File: src/rtl/vgrw_pkg.sv
`default_nettype none
package vgrw_pkg;
    localparam int GRID_X_DEF = 16;
    localparam int GRID_Y_DEF = 16;
    localparam int GRID_Z_DEF = 16;
    localparam int RESULT_CAP = 46;
    localparam int T_W = 48;
    localparam logic [T_W-1:0] T_SAT = {T_W{1'b1}};
    localparam int CFG_IDX_W = 3;
    localparam logic [CFG_IDX_W-1:0] REG_WMIN_X = 3'd0;
    localparam logic [CFG_IDX_W-1:0] REG_WMIN_Y = 3'd1;
    localparam logic [CFG_IDX_W-1:0] REG_WMIN_Z = 3'd2;
    localparam logic [CFG_IDX_W-1:0] REG_CS_X = 3'd3;
    localparam logic [CFG_IDX_W-1:0] REG_CS_Y = 3'd4;
    localparam logic [CFG_IDX_W-1:0] REG_CS_Z = 3'd5;

    // divide operations, run in this order
    localparam logic [2:0] OP_CELL = 3'd0;
    localparam logic [2:0] OP_TMAX = 3'd1;
    localparam logic [2:0] OP_TDEL = 3'd2;

    // controller to datapath
    typedef struct packed {
        logic       load;      // capture ray, compute diffs
        logic       div_start; // start one divide
        logic [2:0] div_op;    // start cell, tmax or tdelta of axis in div_axis
        logic [1:0] div_axis;
        logic       walk_step; // advance cell along chosen axis
        logic       emit;      // load output register
        logic       emit_out;  // emit flagged outside result
    } vgrw_cmd_t;

    typedef struct packed {
        logic div_done;
        logic outside;     // after cell divides
        logic fin;         // current cell is last
        logic out_busy;    // output register full and not taken
    } vgrw_sts_t;
endpackage
`default_nettype wire

File: src/rtl/voxel_grid_ray_walker_top.sv
`default_nettype none
// 3d dda voxel walker: each ray transaction yields the start cell and every cell it
// enters, one result transaction each, last flag on the final one; an origin outside
// the grid yields one flagged result with zero cell fields. setup runs nine serial
// divides (start cell, tmax, tdelta per axis), each a start then 64 quotient bits and
// done, then one cell per cycle while the receiver takes them, up to 46 cells. a ray
// is taken only in idle, setup starts in the cycle after, and the next ray is taken
// once its last cell is loaded; an outside ray costs three divides and one result.
// the shared divider sets the rate, receiver stalls add to it. one ray at a time.
module voxel_grid_ray_walker_top #(
    parameter int GRID_X = vgrw_pkg::GRID_X_DEF,
    parameter int GRID_Y = vgrw_pkg::GRID_Y_DEF,
    parameter int GRID_Z = vgrw_pkg::GRID_Z_DEF
) (
    input  wire logic         aclk,
    input  wire logic         aresetn,
    input  wire logic         cfg_we,
    input  wire logic [2:0]   cfg_idx,
    input  wire logic [31:0]  cfg_data,
    input  wire logic         s_tvalid,
    output logic              s_tready,
    // origin_x, origin_y, origin_z, dir_x, dir_y, dir_z
    input  wire logic [191:0] s_tdata,
    output logic              m_tvalid,
    input  wire logic         m_tready,
    // cell_x, cell_y, cell_z, cell_index
    output logic [23:0]       m_tdata,
    // origin_outside
    output logic              m_tuser,
    output logic              m_tlast
);
    import vgrw_pkg::*;

    vgrw_cmd_t   cmd;
    vgrw_sts_t   sts;
    logic [25:0] md;

    vgrw_ctrl u_ctrl (
        .aclk(aclk), .aresetn(aresetn), .in_valid(s_tvalid), .in_ready(s_tready),
        .sts(sts), .cmd(cmd)
    );

    vgrw_datapath #(.GRID_X(GRID_X), .GRID_Y(GRID_Y), .GRID_Z(GRID_Z)) u_dp (
        .aclk(aclk), .aresetn(aresetn), .cfg_we(cfg_we), .cfg_idx(cfg_idx),
        .cfg_data(cfg_data), .ray(s_tdata), .cmd(cmd), .sts(sts),
        .m_valid(m_tvalid), .m_ready(m_tready), .m_data(md)
    );

    // output register: cells and index low, outside flag, then last
    assign m_tdata = md[23:0];
    assign m_tuser = md[24];
    assign m_tlast = md[25];

    // a stalled result transaction holds still
    a_hold: assert property (@(posedge aclk) disable iff (!aresetn)
        (m_tvalid && !m_tready |=> m_tvalid && $stable(m_tdata) && $stable(m_tuser)
            && $stable(m_tlast))) else $error("result changed while stalled");
    a_last: assert property (@(posedge aclk) disable iff (!aresetn)
        (m_tvalid && m_tuser |-> m_tlast)) else $error("outside result not last");
    a_zero: assert property (@(posedge aclk) disable iff (!aresetn)
        (m_tvalid && m_tuser |-> m_tdata == '0)) else $error("outside result not zero");
endmodule
`default_nettype wire

File: src/rtl/vgrw_div.sv
`default_nettype none
// restoring divider, one quotient bit per cycle, 64 by 32
module vgrw_div (
    input  wire logic        aclk,
    input  wire logic        aresetn,
    input  wire logic        start,
    input  wire logic [63:0] num,
    input  wire logic [31:0] den,
    output logic             done,
    output logic [63:0]      quo
);
    logic [6:0]  cnt_reg;
    logic        busy_reg;
    logic [31:0] rem_reg;
    logic [63:0] q_reg;
    logic [32:0] trial;
    logic [32:0] shifted;
    logic [31:0] den_reg;

    assign shifted = {rem_reg, q_reg[63]};
    assign trial   = shifted - {1'b0, den_reg};
    assign quo     = q_reg;

    always_ff @(posedge aclk) begin
        if (!aresetn) begin
            busy_reg <= 1'b0;
            done     <= 1'b0;
            cnt_reg  <= '0;
        end else begin
            done <= 1'b0;
            if (start) begin
                busy_reg <= 1'b1;
                cnt_reg  <= 7'd0;
                rem_reg  <= '0;
                q_reg    <= num;
                den_reg  <= den;
            end else if (busy_reg) begin
                if (!trial[32]) begin
                    rem_reg <= trial[31:0];
                    q_reg   <= {q_reg[62:0], 1'b1};
                end else begin
                    rem_reg <= shifted[31:0];
                    q_reg   <= {q_reg[62:0], 1'b0};
                end
                cnt_reg <= cnt_reg + 7'd1;
                if (cnt_reg == 7'd63) begin
                    busy_reg <= 1'b0;
                    done     <= 1'b1;
                end
            end
        end
    end
endmodule
`default_nettype wire

File: src/rtl/vgrw_datapath.sv
`default_nettype none
module vgrw_datapath #(
    parameter int GRID_X = vgrw_pkg::GRID_X_DEF,
    parameter int GRID_Y = vgrw_pkg::GRID_Y_DEF,
    parameter int GRID_Z = vgrw_pkg::GRID_Z_DEF
) (
    input  wire logic              aclk,
    input  wire logic              aresetn,
    input  wire logic              cfg_we,
    input  wire logic [2:0]        cfg_idx,
    input  wire logic [31:0]       cfg_data,
    input  wire logic [191:0]      ray,
    input  wire vgrw_pkg::vgrw_cmd_t cmd,
    output vgrw_pkg::vgrw_sts_t    sts,
    output logic                   m_valid,
    input  wire logic              m_ready,
    output logic [25:0]            m_data
);
    import vgrw_pkg::*;

    logic signed [31:0] wmin_reg [3];
    logic [30:0]        cs_reg [3];
    logic signed [31:0] dir_reg [3];
    logic signed [32:0] diff_reg [3];
    logic [5:0]         cell_reg [3];
    logic [T_W-1:0]     tmax_reg [3];
    logic [T_W-1:0]     tdel_reg [3];
    logic               neg_reg [3];
    logic               outside_reg;
    logic [5:0]         cnt_reg;
    logic               mv_reg;
    logic [25:0]        md_reg;

    logic [30:0] csx [3];
    logic [31:0] mag [3];
    logic signed [32:0] diff_in [3];
    logic        below_in;
    logic        out_now;
    logic [63:0] dnum;
    logic [31:0] dden;
    logic        ddone;
    logic [63:0] dquo;
    logic [1:0]  ax;
    logic        fin;
    logic [5:0]  nx;
    logic        nx_out;
    logic [5:0]  dims [3];
    logic [11:0] idx;
    logic signed [33:0] num_w;
    logic [T_W:0] tsum;

    assign dims[0] = 6'(GRID_X);
    assign dims[1] = 6'(GRID_Y);
    assign dims[2] = 6'(GRID_Z);

    always_comb begin
        for (int a = 0; a < 3; a++) begin
            csx[a] = (cs_reg[a] == '0) ? 31'd1 : cs_reg[a];
            mag[a] = neg_reg[a] ? 32'(-dir_reg[a]) : 32'(dir_reg[a]);
        end
    end

    // origin minus grid corner, any negative axis is outside
    always_comb begin
        below_in = 1'b0;
        for (int a = 0; a < 3; a++) begin
            diff_in[a] = 33'($signed(ray[32*a +: 32])) - 33'(wmin_reg[a]);
            if (diff_in[a] < 0) below_in = 1'b1;
        end
    end

    // divide operand selection
    always_comb begin
        num_w = '0;
        dnum  = '0;
        dden  = {1'b0, csx[cmd.div_axis]};
        if (cmd.div_op == OP_CELL) begin
            dnum = {31'd0, diff_reg[cmd.div_axis]};
        end else if (cmd.div_op == OP_TMAX) begin
            // distance to next edge: cmin = wmin + cell*cs, from diff remainder
            if (neg_reg[cmd.div_axis])
                num_w = 34'(diff_reg[cmd.div_axis])
                      - 34'(cell_reg[cmd.div_axis]) * $signed({3'b0, csx[cmd.div_axis]});
            else
                num_w = 34'($signed({3'b0, csx[cmd.div_axis]}))
                      * 34'(cell_reg[cmd.div_axis] + 6'd1) - 34'(diff_reg[cmd.div_axis]);
            dnum = {14'd0, num_w[33:0], 16'd0};
            dden = mag[cmd.div_axis];
        end else begin
            dnum = {17'd0, csx[cmd.div_axis], 16'd0};
            dden = mag[cmd.div_axis];
        end
    end

    vgrw_div u_div (
        .aclk(aclk), .aresetn(aresetn), .start(cmd.div_start),
        .num(dnum), .den(dden), .done(ddone), .quo(dquo)
    );

    // start cell past the far edge, seen in the cycle the divide ends
    assign out_now = ddone && (cmd.div_op == OP_CELL)
                  && (dquo >= 64'(dims[cmd.div_axis]));

    always_comb begin
        if (tmax_reg[0] < tmax_reg[1])
            ax = (tmax_reg[0] < tmax_reg[2]) ? 2'd0 : 2'd2;
        else
            ax = (tmax_reg[1] < tmax_reg[2]) ? 2'd1 : 2'd2;
        nx     = neg_reg[ax] ? cell_reg[ax] - 6'd1 : cell_reg[ax] + 6'd1;
        nx_out = (neg_reg[ax] && cell_reg[ax] == 6'd0) || (!neg_reg[ax] && nx >= dims[ax]);
        fin    = (tmax_reg[ax] == T_SAT) || nx_out || (cnt_reg == 6'(RESULT_CAP - 1));
        idx    = 12'(cell_reg[2] * GRID_X * GRID_Y + cell_reg[1] * GRID_X + cell_reg[0]);
        tsum   = {1'b0, tmax_reg[ax]} + {1'b0, tdel_reg[ax]};
    end

    assign sts.div_done = ddone;
    assign sts.outside  = outside_reg || out_now;
    assign sts.fin      = fin;
    assign sts.out_busy = mv_reg && !m_ready;
    assign m_valid = mv_reg;
    assign m_data  = md_reg;

    always_ff @(posedge aclk) begin
        if (!aresetn) begin
            wmin_reg[0] <= -32'sd524288;
            wmin_reg[1] <= -32'sd524288;
            wmin_reg[2] <= -32'sd524288;
            cs_reg[0] <= 31'd65536;
            cs_reg[1] <= 31'd65536;
            cs_reg[2] <= 31'd65536;
            mv_reg <= 1'b0;
        end else begin
            if (cfg_we) begin
                case (cfg_idx)
                    REG_WMIN_X: wmin_reg[0] <= cfg_data;
                    REG_WMIN_Y: wmin_reg[1] <= cfg_data;
                    REG_WMIN_Z: wmin_reg[2] <= cfg_data;
                    REG_CS_X:   cs_reg[0] <= cfg_data[30:0];
                    REG_CS_Y:   cs_reg[1] <= cfg_data[30:0];
                    REG_CS_Z:   cs_reg[2] <= cfg_data[30:0];
                    default: ;
                endcase
            end
            if (cmd.emit || cmd.emit_out) mv_reg <= 1'b1;
            else if (m_ready) mv_reg <= 1'b0;
        end
        if (cmd.load) begin
            outside_reg <= below_in;
            cnt_reg <= '0;
            for (int a = 0; a < 3; a++) begin
                dir_reg[a]  <= ray[96+32*a +: 32];
                neg_reg[a]  <= ray[96+32*a+31];
                diff_reg[a] <= diff_in[a];
                tmax_reg[a] <= T_SAT;
                tdel_reg[a] <= T_SAT;
            end
        end else if (out_now) begin
            outside_reg <= 1'b1;
        end
        if (ddone) begin
            if (cmd.div_op == OP_CELL) begin
                cell_reg[cmd.div_axis] <= dquo[5:0];
            end else if (dir_reg[cmd.div_axis] != 0) begin
                if (cmd.div_op == OP_TMAX)
                    tmax_reg[cmd.div_axis] <= (dquo > 64'(T_SAT)) ? T_SAT : dquo[T_W-1:0];
                else
                    tdel_reg[cmd.div_axis] <= (dquo > 64'(T_SAT)) ? T_SAT : dquo[T_W-1:0];
            end
        end
        if (cmd.emit)
            md_reg <= {fin, 1'b0, idx, cell_reg[2][3:0], cell_reg[1][3:0], cell_reg[0][3:0]};
        else if (cmd.emit_out)
            md_reg <= {1'b1, 1'b1, 24'd0};
        if (cmd.walk_step) begin
            cnt_reg <= cnt_reg + 6'd1;
            cell_reg[ax] <= nx;
            tmax_reg[ax] <= tsum[T_W] ? T_SAT : tsum[T_W-1:0];
        end
    end
endmodule
`default_nettype wire

File: src/rtl/vgrw_ctrl.sv
`default_nettype none
module vgrw_ctrl (
    input  wire logic                aclk,
    input  wire logic                aresetn,
    input  wire logic                in_valid,
    output logic                     in_ready,
    input  wire vgrw_pkg::vgrw_sts_t sts,
    output vgrw_pkg::vgrw_cmd_t      cmd
);
    import vgrw_pkg::*;

    typedef enum logic [2:0] {S_IDLE, S_START, S_WAIT, S_WALK, S_DRAIN} state_t;
    state_t     state_reg;
    logic [2:0] op_reg;
    logic [1:0] axis_reg;

    assign in_ready = (state_reg == S_IDLE);

    always_comb begin
        cmd = '0;
        cmd.div_op    = op_reg;
        cmd.div_axis  = axis_reg;
        cmd.load      = in_valid && state_reg == S_IDLE;
        cmd.div_start = (state_reg == S_START);
        if (state_reg == S_WALK && !sts.out_busy) begin
            cmd.emit = 1'b1;
            cmd.walk_step = !sts.fin;
        end
        cmd.emit_out = (state_reg == S_DRAIN) && !sts.out_busy;
    end

    always_ff @(posedge aclk) begin
        if (!aresetn) begin
            state_reg <= S_IDLE;
            op_reg <= OP_CELL;
            axis_reg <= '0;
        end else begin
            case (state_reg)
                S_IDLE: if (in_valid) begin
                    state_reg <= S_START;
                    op_reg <= OP_CELL;
                    axis_reg <= 2'd0;
                end
                S_START: state_reg <= S_WAIT;
                S_WAIT: if (sts.div_done) begin
                    if (axis_reg != 2'd2) begin
                        axis_reg <= axis_reg + 2'd1;
                        state_reg <= S_START;
                    end else if (op_reg == OP_CELL && sts.outside) begin
                        state_reg <= S_DRAIN;
                    end else if (op_reg == OP_TDEL) begin
                        state_reg <= S_WALK;
                    end else begin
                        op_reg <= op_reg + 3'd1;
                        axis_reg <= 2'd0;
                        state_reg <= S_START;
                    end
                end
                S_WALK: if (!sts.out_busy && sts.fin) state_reg <= S_IDLE;
                S_DRAIN: if (!sts.out_busy) state_reg <= S_IDLE;
                default: state_reg <= S_IDLE;
            endcase
        end
    end
endmodule
`default_nettype wire
File: config.mk
export PLATFORM = sky130hd
export DESIGN_NAME = voxel_grid_ray_walker_top
export DESIGN_NICKNAME = d
export VERILOG_FILES = /design/src/rtl/vgrw_pkg.sv /design/src/rtl/voxel_grid_ray_walker_top.sv /design/src/rtl/vgrw_div.sv /design/src/rtl/vgrw_datapath.sv /design/src/rtl/vgrw_ctrl.sv
export SDC_FILE = /design/constraint.sdc
export NUM_CORES = 2
export LEC_CHECK = 0
export BUFFER_PORTS_ARGS = -buffer_cell sky130_fd_sc_hd__buf_4
export CORE_MARGIN = 3
export CORE_UTILIZATION = 30
export CTS_BUF_LIST = sky130_fd_sc_hd__clkbuf_8
export DETAILED_ROUTE_END_ITERATION = 12
export PLACE_DENSITY_LB_ADDON = 0.25
export SKIP_CTS_REPAIR_TIMING = 1
export SLEW_MARGIN = 5
export SYNTH_ARGS = -nofsm -noshare
export SYNTH_HDL_FRONTEND = slang
export SYNTH_SLANG_ARGS = --single-unit
File: constraint.sdc
create_clock -name aclk -period 9.1 [get_ports aclk]
set_clock_uncertainty 0.15 [all_clocks]
set_input_delay 0 -clock aclk [delete_from_list [all_inputs] [get_ports aclk]]
set_output_delay 0 -clock aclk [all_outputs]
set_load 0.05 [all_outputs]
After elaboration in Yosys (flattened, before gate mapping) --
Memories as Yosys holds them, arrays and structs flattened. A register that Yosys moved wholly into a read port is not among the register bits. Cells that the tools add are included.
Cells by class: bitwise logic cells 13, reduce and logical (&&, ||, !) cells 41, magnitude comparators 11, muxes and demuxes 128, multipliers 2, eq/ne operators 25, $add $sub $neg 19
Operator list (count):
- 32-bit 2-to-1 mux | 10
- 31-bit 2-to-1 mux | 9
- 64-bit 2-to-1 mux | 3
- 48-bit less-than comparator | 3
- 48-bit 2-to-1 mux | 3
- 33-bit by 1-bit less-than comparator with 1-bit output, second input constant | 3
- 32-bit by 32-bit subtractor with 33-bit output | 3
- 32-bit negator | 3
- 31-bit zero test | 3
- 34-bit subtractor | 2
- 32-bit binary-select mux with 2-bit select | 1
- 64-bit by 6-bit >= comparator with 1-bit output | 1
- 64-bit by 48-bit greater-than comparator with 1-bit output, second input constant | 1
- 31-bit binary-select mux with 2-bit select | 1
- 1-bit 2-to-1 mux | 55
- 26-bit 2-to-1 mux | 2
- 50-bit 2-to-1 mux | 1
- 48-bit by 48-bit adder with 49-bit output | 1
- 48-bit equality test, second input constant | 1
- 48-bit OR reduction | 1
- 6-bit 2-to-1 mux | 7
- 2-bit 2-to-1 mux | 19
- 31-bit by 34-bit multiplier with 34-bit output | 1
- 6-bit by 31-bit multiplier with 34-bit output | 1
- 43 further kinds | 104
Word-level totals: output and inout bits 28, bits in writable memories 693, memories kept 8, register bits after elaboration 179, word-level logic and storage cells 262
Memories:
- u_dp.tdel_reg | words 3, width 48, rd ports 1, clocked after memory_dff 0, write ports 4, RTL line vgrw_datapath.sv:27 | logic [T_W-1:0] tdel_reg [3];
- u_dp.tmax_reg | words 3, width 48, rd ports 4, clocked after memory_dff 0, write ports 4, RTL line vgrw_datapath.sv:26 | logic [T_W-1:0] tmax_reg [3];
- u_dp.diff_reg | words 3, width 33, rd ports 1, clocked after memory_dff 1, write ports 3, RTL line vgrw_datapath.sv:24 | logic signed [32:0] diff_reg [3];
- u_dp.dir_reg | words 3, width 32, rd ports 4, clocked after memory_dff 1, write ports 3, RTL line vgrw_datapath.sv:23 | logic signed [31:0] dir_reg [3];
- u_dp.wmin_reg | words 3, width 32, rd ports 3, clocked after memory_dff 0, write ports 3, RTL line vgrw_datapath.sv:21 | logic signed [31:0] wmin_reg [3];
- u_dp.cs_reg | words 3, width 31, rd ports 3, clocked after memory_dff 0, write ports 3, RTL line vgrw_datapath.sv:22 | logic [30:0] cs_reg [3];
- 2 more memories

Depth between registers and ports, before layout --
An unclocked memory read counts as a cell.
depth in word-level cells 20, gate-level depth with buffers 35

By module --
From an unflattened synthesis, not the netlist that was laid out.
Unflattened totals: cells, all modules 6536, area total of the unflattened synthesis 64674.5 um2
Modules (own cells, without submodules):
- vgrw_datapath | cells each 5789, area an instance 56451.6 um2, seq. area each 21780.9 um2, instances 1
- vgrw_div | cells each 678, area an instance 7633.6 um2, seq. area each 4023.9 um2, instances 1
- vgrw_ctrl | cells each 69, area an instance 589.3 um2, seq. area each 160.2 um2, instances 1

Least setup slack after synthesis --
OpenSTA, ideal clock, no wires.
kind register -> register, start reg (tool-made name), end reg u_dp.u_div.q_reg[48] (netlist: u_dp.u_div.quo[48]) (data pin), path buffers 5, arrival 7.813 ns, cell stages (with the launch flop) 33, data required time 8.679 ns, setup time 0.271 ns, period minus slack after synthesis 8.234 ns, setup slack 0.866 ns, path through dfxtp_1 clkbuf_1 buf_1 o21ai_0 o21ai_0 clkinv_1 clkbuf_1 ha_1 nand3_1 xor2_1 clkbuf_1 buf_1 nor2_1 fa_1 fa_1 fa_1 inv_1 fa_1 inv_1 ha_1 a21o_1 a21o_1 a21oi_1 nor3b_1 a211oi_1 o22a_1 a221o_1 a211o_1 a31oi_1 o211a_1 a211oi_1 xnor2_1 o221ai_1
RTL lines:
- end signal, assigned | RTL line vgrw_div.sv:35 | q_reg <= num;
- end signal, assigned | RTL line vgrw_div.sv:40 | q_reg <= {q_reg[62:0], 1'b1};
- end signal, assigned | RTL line vgrw_div.sv:43 | q_reg <= {q_reg[62:0], 1'b0};
- end, declared | RTL line vgrw_div.sv:15 | logic [63:0] q_reg;

==> flow_summary.ini <==
[run_status]
run_status = finished, final reports clean

[critical_path]
critical_path.max_fanout = 28
critPathKind = flip-flop to flip-flop
worstPathBufferInverterCount = 5
worstPathRequired_ns = 9.56
delay_of_the_slowest_critical_path_stage_ns = 0.82
path_cells = mux4_2 -> buf_4 -> nand3_1 -> xor2_2 -> buf_4 -> nand2b_1 -> fa_1 -> inv_1 -> ha_1 -> fa_1 -> inv_1 -> fa_1 -> inv_1 -> ha_1 -> a2111oi_0 -> o221ai_1 -> a31oi_1 -> o21ai_0 -> a21o_1 -> o21ai_0 -> o2bb2ai_1 -> o41ai_1 -> xnor2_1 -> o211ai_1
path_delay_family = compound AO/OA/AOI/OAI gates
crit_arrival_ns = 8.81
worst_setup_path_end_kind = flip-flop
worst_path_slowest_cell = sky130_fd_sc_hd__a2111oi_0
cp-start-kind = flip-flop

[clock_tree]
clock-root-buffer = sky130_fd_sc_hd__clkbuf_8
clk_transition_reported_paths_ns = 0.06
cts_tree = done
cts_max_path_buffers = 3
clk_latency_ns = 0.90
clkSinkCount = 873
cts_made_buffers = 156
ctsHtreeMaxLevel = 4

[drt]
drt-pass1-iter-count = 9
drc_errors = 0
routed-via-count = 52600
ant_nets = 0
routed_wire_length_per_instance_um = 21.7
wirelength_um = 224000
via_per_inst = 5.10
drt-initial-drc-count = 4651

[global_route]
initial_antenna_violation_count = 11
via_count_of_the_first_global_routing_pass = 50700
grt_usage_pct = 19.3
global_route.overflow_total = 0
grt_pass1_wl_um = 328000
grt_max_degree = 155

[timing]
report.final.setup_viol = 0
fin_ws_ns = 0.750
setup_tns_ns = 0
timing.max_slew.rel_slack_pct = 15.8
setup_repair_after_global_routing_missed_its_margin = false
report.final.slew_viol_count = 0
final_hold_viol_count = 0
finalCritPeriodShare_pct = 91.8
tightest_slew_ns = 1.25
final_worst_path_period_need_ns = 8.35
fmax_mhz = 120

[cells_and_area]
area_delta_synth_final_pct = 20.6
finalNetCount = 8334
design_area_um2 = 78700
final_util_pct = 36.5
multiInputGateArea_um2 = 35800
register_area_um2 = 26000
final_layout_size_suffix_gt1_share_pct = 10.2
total_of_fill_cells_in_the_finished_design = 21600

[floorplanning]
core_region_area_um2 = 215000
row_count = 170
die_y_um = 472
die_width_um = 472
io_pins = 260
die_area_um2 = 223000
floorplan.initialDensity_pct = 30.3

[synth]
synthXorXnorAreaFrac_pct = 4.41
synth_nets = 7604
muxShareOfSynthArea_pct = 3.83
synth_seq_cells = 873
netlist_area_um2 = 65300
synth_compound_area_share_pct = 12.8
synth.largest_area_cell = sky130_fd_sc_hd__edfxtp_1
synth_sequential_area_ratio_pct = 39.8
postSynthCellCount = 6624
synth-adder-area-share_pct = 18.1
ys_async_sr_fraction_pct = 0
synthSimpleGateAreaFrac_pct = 15.2
share_of_yosys_cell_area_claimed_by_the_top_area_cell_type_pct = 39.2
dominantRegCellSynth = sky130_fd_sc_hd__edfxtp_1
post_synth.cell_area_avg_um2 = 9.85
synth_area_leaders = sky130_fd_sc_hd__edfxtp_1, sky130_fd_sc_hd__fa_1, sky130_fd_sc_hd__ha_1
synth_top_family_by_area = adder cells
ys_warn_count = 0
synth.lib_cells_used.distinct = 92
synth_enable_flop_cells = 852

[placement]
gp_routability_congestion = 0.910
io_buffers = 259
preCtsSetupSlack_ns = 0.818
hpwlAfterDp_um = 168000
placement.cell_area_um2 = 71200

[flow_run]
timing.max_cap.violations = 0

[power_and_ir_drop]
power.density_cell_area_nw_per_um2 = 178
vdd.ir_drop.worst_uv = 178
cellLeakagePower_nw = 31.2
power_w = 0.0140

[min_path]
worst_hold_path_class = input pin to flip-flop
==> cells in the final DEF (no fill, tap or decap), drive strengths merged, types with 43 or more instances in the layout <==
master	instances
nand3	62
nor4	48
o211ai	65
ha	424
o21a	43
clkinv	52
and2	103
mux2	46
nand4	51
nand2b	88
xor2	101
inv	719
xnor2	228
a21o	128
nor2	691
nor3	77
mux2i	187
fa	324
a31oi	83
buf	428
edfxtp	852
dlygate4sd3	443
nand2	806
o311a	44
o21ai	246
clkbuf	163
a211oi	45
nor2b	64
a21oi	375
==> per-stage QoR <==
stage	instances	hold WS (ns)
5_1_grt	10300	-0.00415
2_1_floorplan	6624	-0.0511
4_1_cts	9871	-1.02
3_3_place_gp	9591	0.0297
3_5_place_dp	9591	0.0296
6_report	10300	0.0353
==> logic make-up after synthesis <==
group	count (synthesis)
compound gates	1287
xor+xnor	329
fa+ha+maj	748
buf+inv	970
flops	873
mux	238
other cells	1
simple gates	2178
==> area by class of cell <==
| type | instances | area share, % |
|---|---|---|
| Clock buffer | 163 | 2.85 |
| Inverter | 671 | 3.21 |
| Tap cell | 2838 | 4.51 |
| Multi-Input combinational cell | 4781 | 45.4 |
| Clock inverter | 117 | 1.04 |
| Timing Repair Buffer | 871 | 9.89 |
| Antenna cell | 4 | 0.0127 |
| Sequential cell | 873 | 33.0 |
==> report_power, final <==
group	internal, W	total (W)	switching (W)	leakage, nW
clock network	0.00196	0.00374	0.00178	1.70
logic	0.00227	0.00542	0.00315	22.1
registers	0.00471	0.00484	0.000126	7.42
total	0.00894	0.0140	0.00506	31.2
==> cell usage after synthesis (all sizes together), types with 21 or more instances <==
cell and count:
edfxtp 852, nand2 806, nor2 691, inv 670, ha 424, a21oi 375
fa 324, o21ai 246, xnor2 228, clkbuf 218, mux2i 187, a21o 128
and2 103, xor2 101, nand2b 88, a31oi 83, buf 81, nor3 77
o211ai 65, nor2b 64, nand3 62, nand4 51, nor4 48, mux2 46
a211oi 45, o311a 44, o21a 43, nand4b 40, or3 38, o31ai 33
and3 30, o21bai 30, a221oi 29, o22ai 26, or4 24, or2 22
dfxtp 21
==> per-layer routing <==
| metal | vias up | routed length [um] | track usage (%) |
|---|---|---|---|
| met2 | 1831 | 95900 | 28.6 |
| met1 | 25900 | 106000 | 28.5 |
| li1 | 24600 | - | - |
| met5 | - | 24 | 0 |
| met3 | 296 | 14600 | 3.17 |
| met4 | 4 | 7170 | 6.30 |
==> worst register-to-register path: stages (launching register included) <==
cell                        delay, ns
sky130_fd_sc_hd__edfxtp_1        0.51
sky130_fd_sc_hd__mux4_2          0.60
sky130_fd_sc_hd__buf_4           0.30
sky130_fd_sc_hd__nand3_1         0.25
sky130_fd_sc_hd__xor2_2          0.34
sky130_fd_sc_hd__buf_4           0.38
sky130_fd_sc_hd__nand2b_1        0.19
sky130_fd_sc_hd__fa_1            0.39
sky130_fd_sc_hd__inv_1           0.07
sky130_fd_sc_hd__ha_1            0.25
sky130_fd_sc_hd__fa_1            0.55
sky130_fd_sc_hd__inv_1           0.06
sky130_fd_sc_hd__fa_1            0.53
sky130_fd_sc_hd__inv_1           0.04
sky130_fd_sc_hd__ha_1            0.33
sky130_fd_sc_hd__a2111oi_0       0.82
sky130_fd_sc_hd__o221ai_1        0.34
sky130_fd_sc_hd__a31oi_1         0.35
sky130_fd_sc_hd__o21ai_0         0.29
sky130_fd_sc_hd__a21o_1          0.26
sky130_fd_sc_hd__o21ai_0         0.33
sky130_fd_sc_hd__o2bb2ai_1       0.17
sky130_fd_sc_hd__o41ai_1         0.32
sky130_fd_sc_hd__xnor2_1         0.16
sky130_fd_sc_hd__o211ai_1        0.10
==> final timing paths <==
kind                            startpoint                       endpoint  slack (ns)  cells after the start
min                             s_tdata[0]  u_dp.diff_reg[0][0]$_DFFE_PP_        0.04                      5
min reg2reg   u_dp.m_data[24]$_SDFFE_PP0P_   u_dp.m_data[24]$_SDFFE_PP0P_        0.35                      2
max reg2reg  u_dp.cell_reg[1][2]$_DFFE_PP_   u_dp.u_div.quo[49]$_DFFE_PP_        0.75                     24
max          u_dp.cell_reg[1][2]$_DFFE_PP_   u_dp.u_div.quo[49]$_DFFE_PP_        0.75                     24
Power figures use the tool's default switching activity.
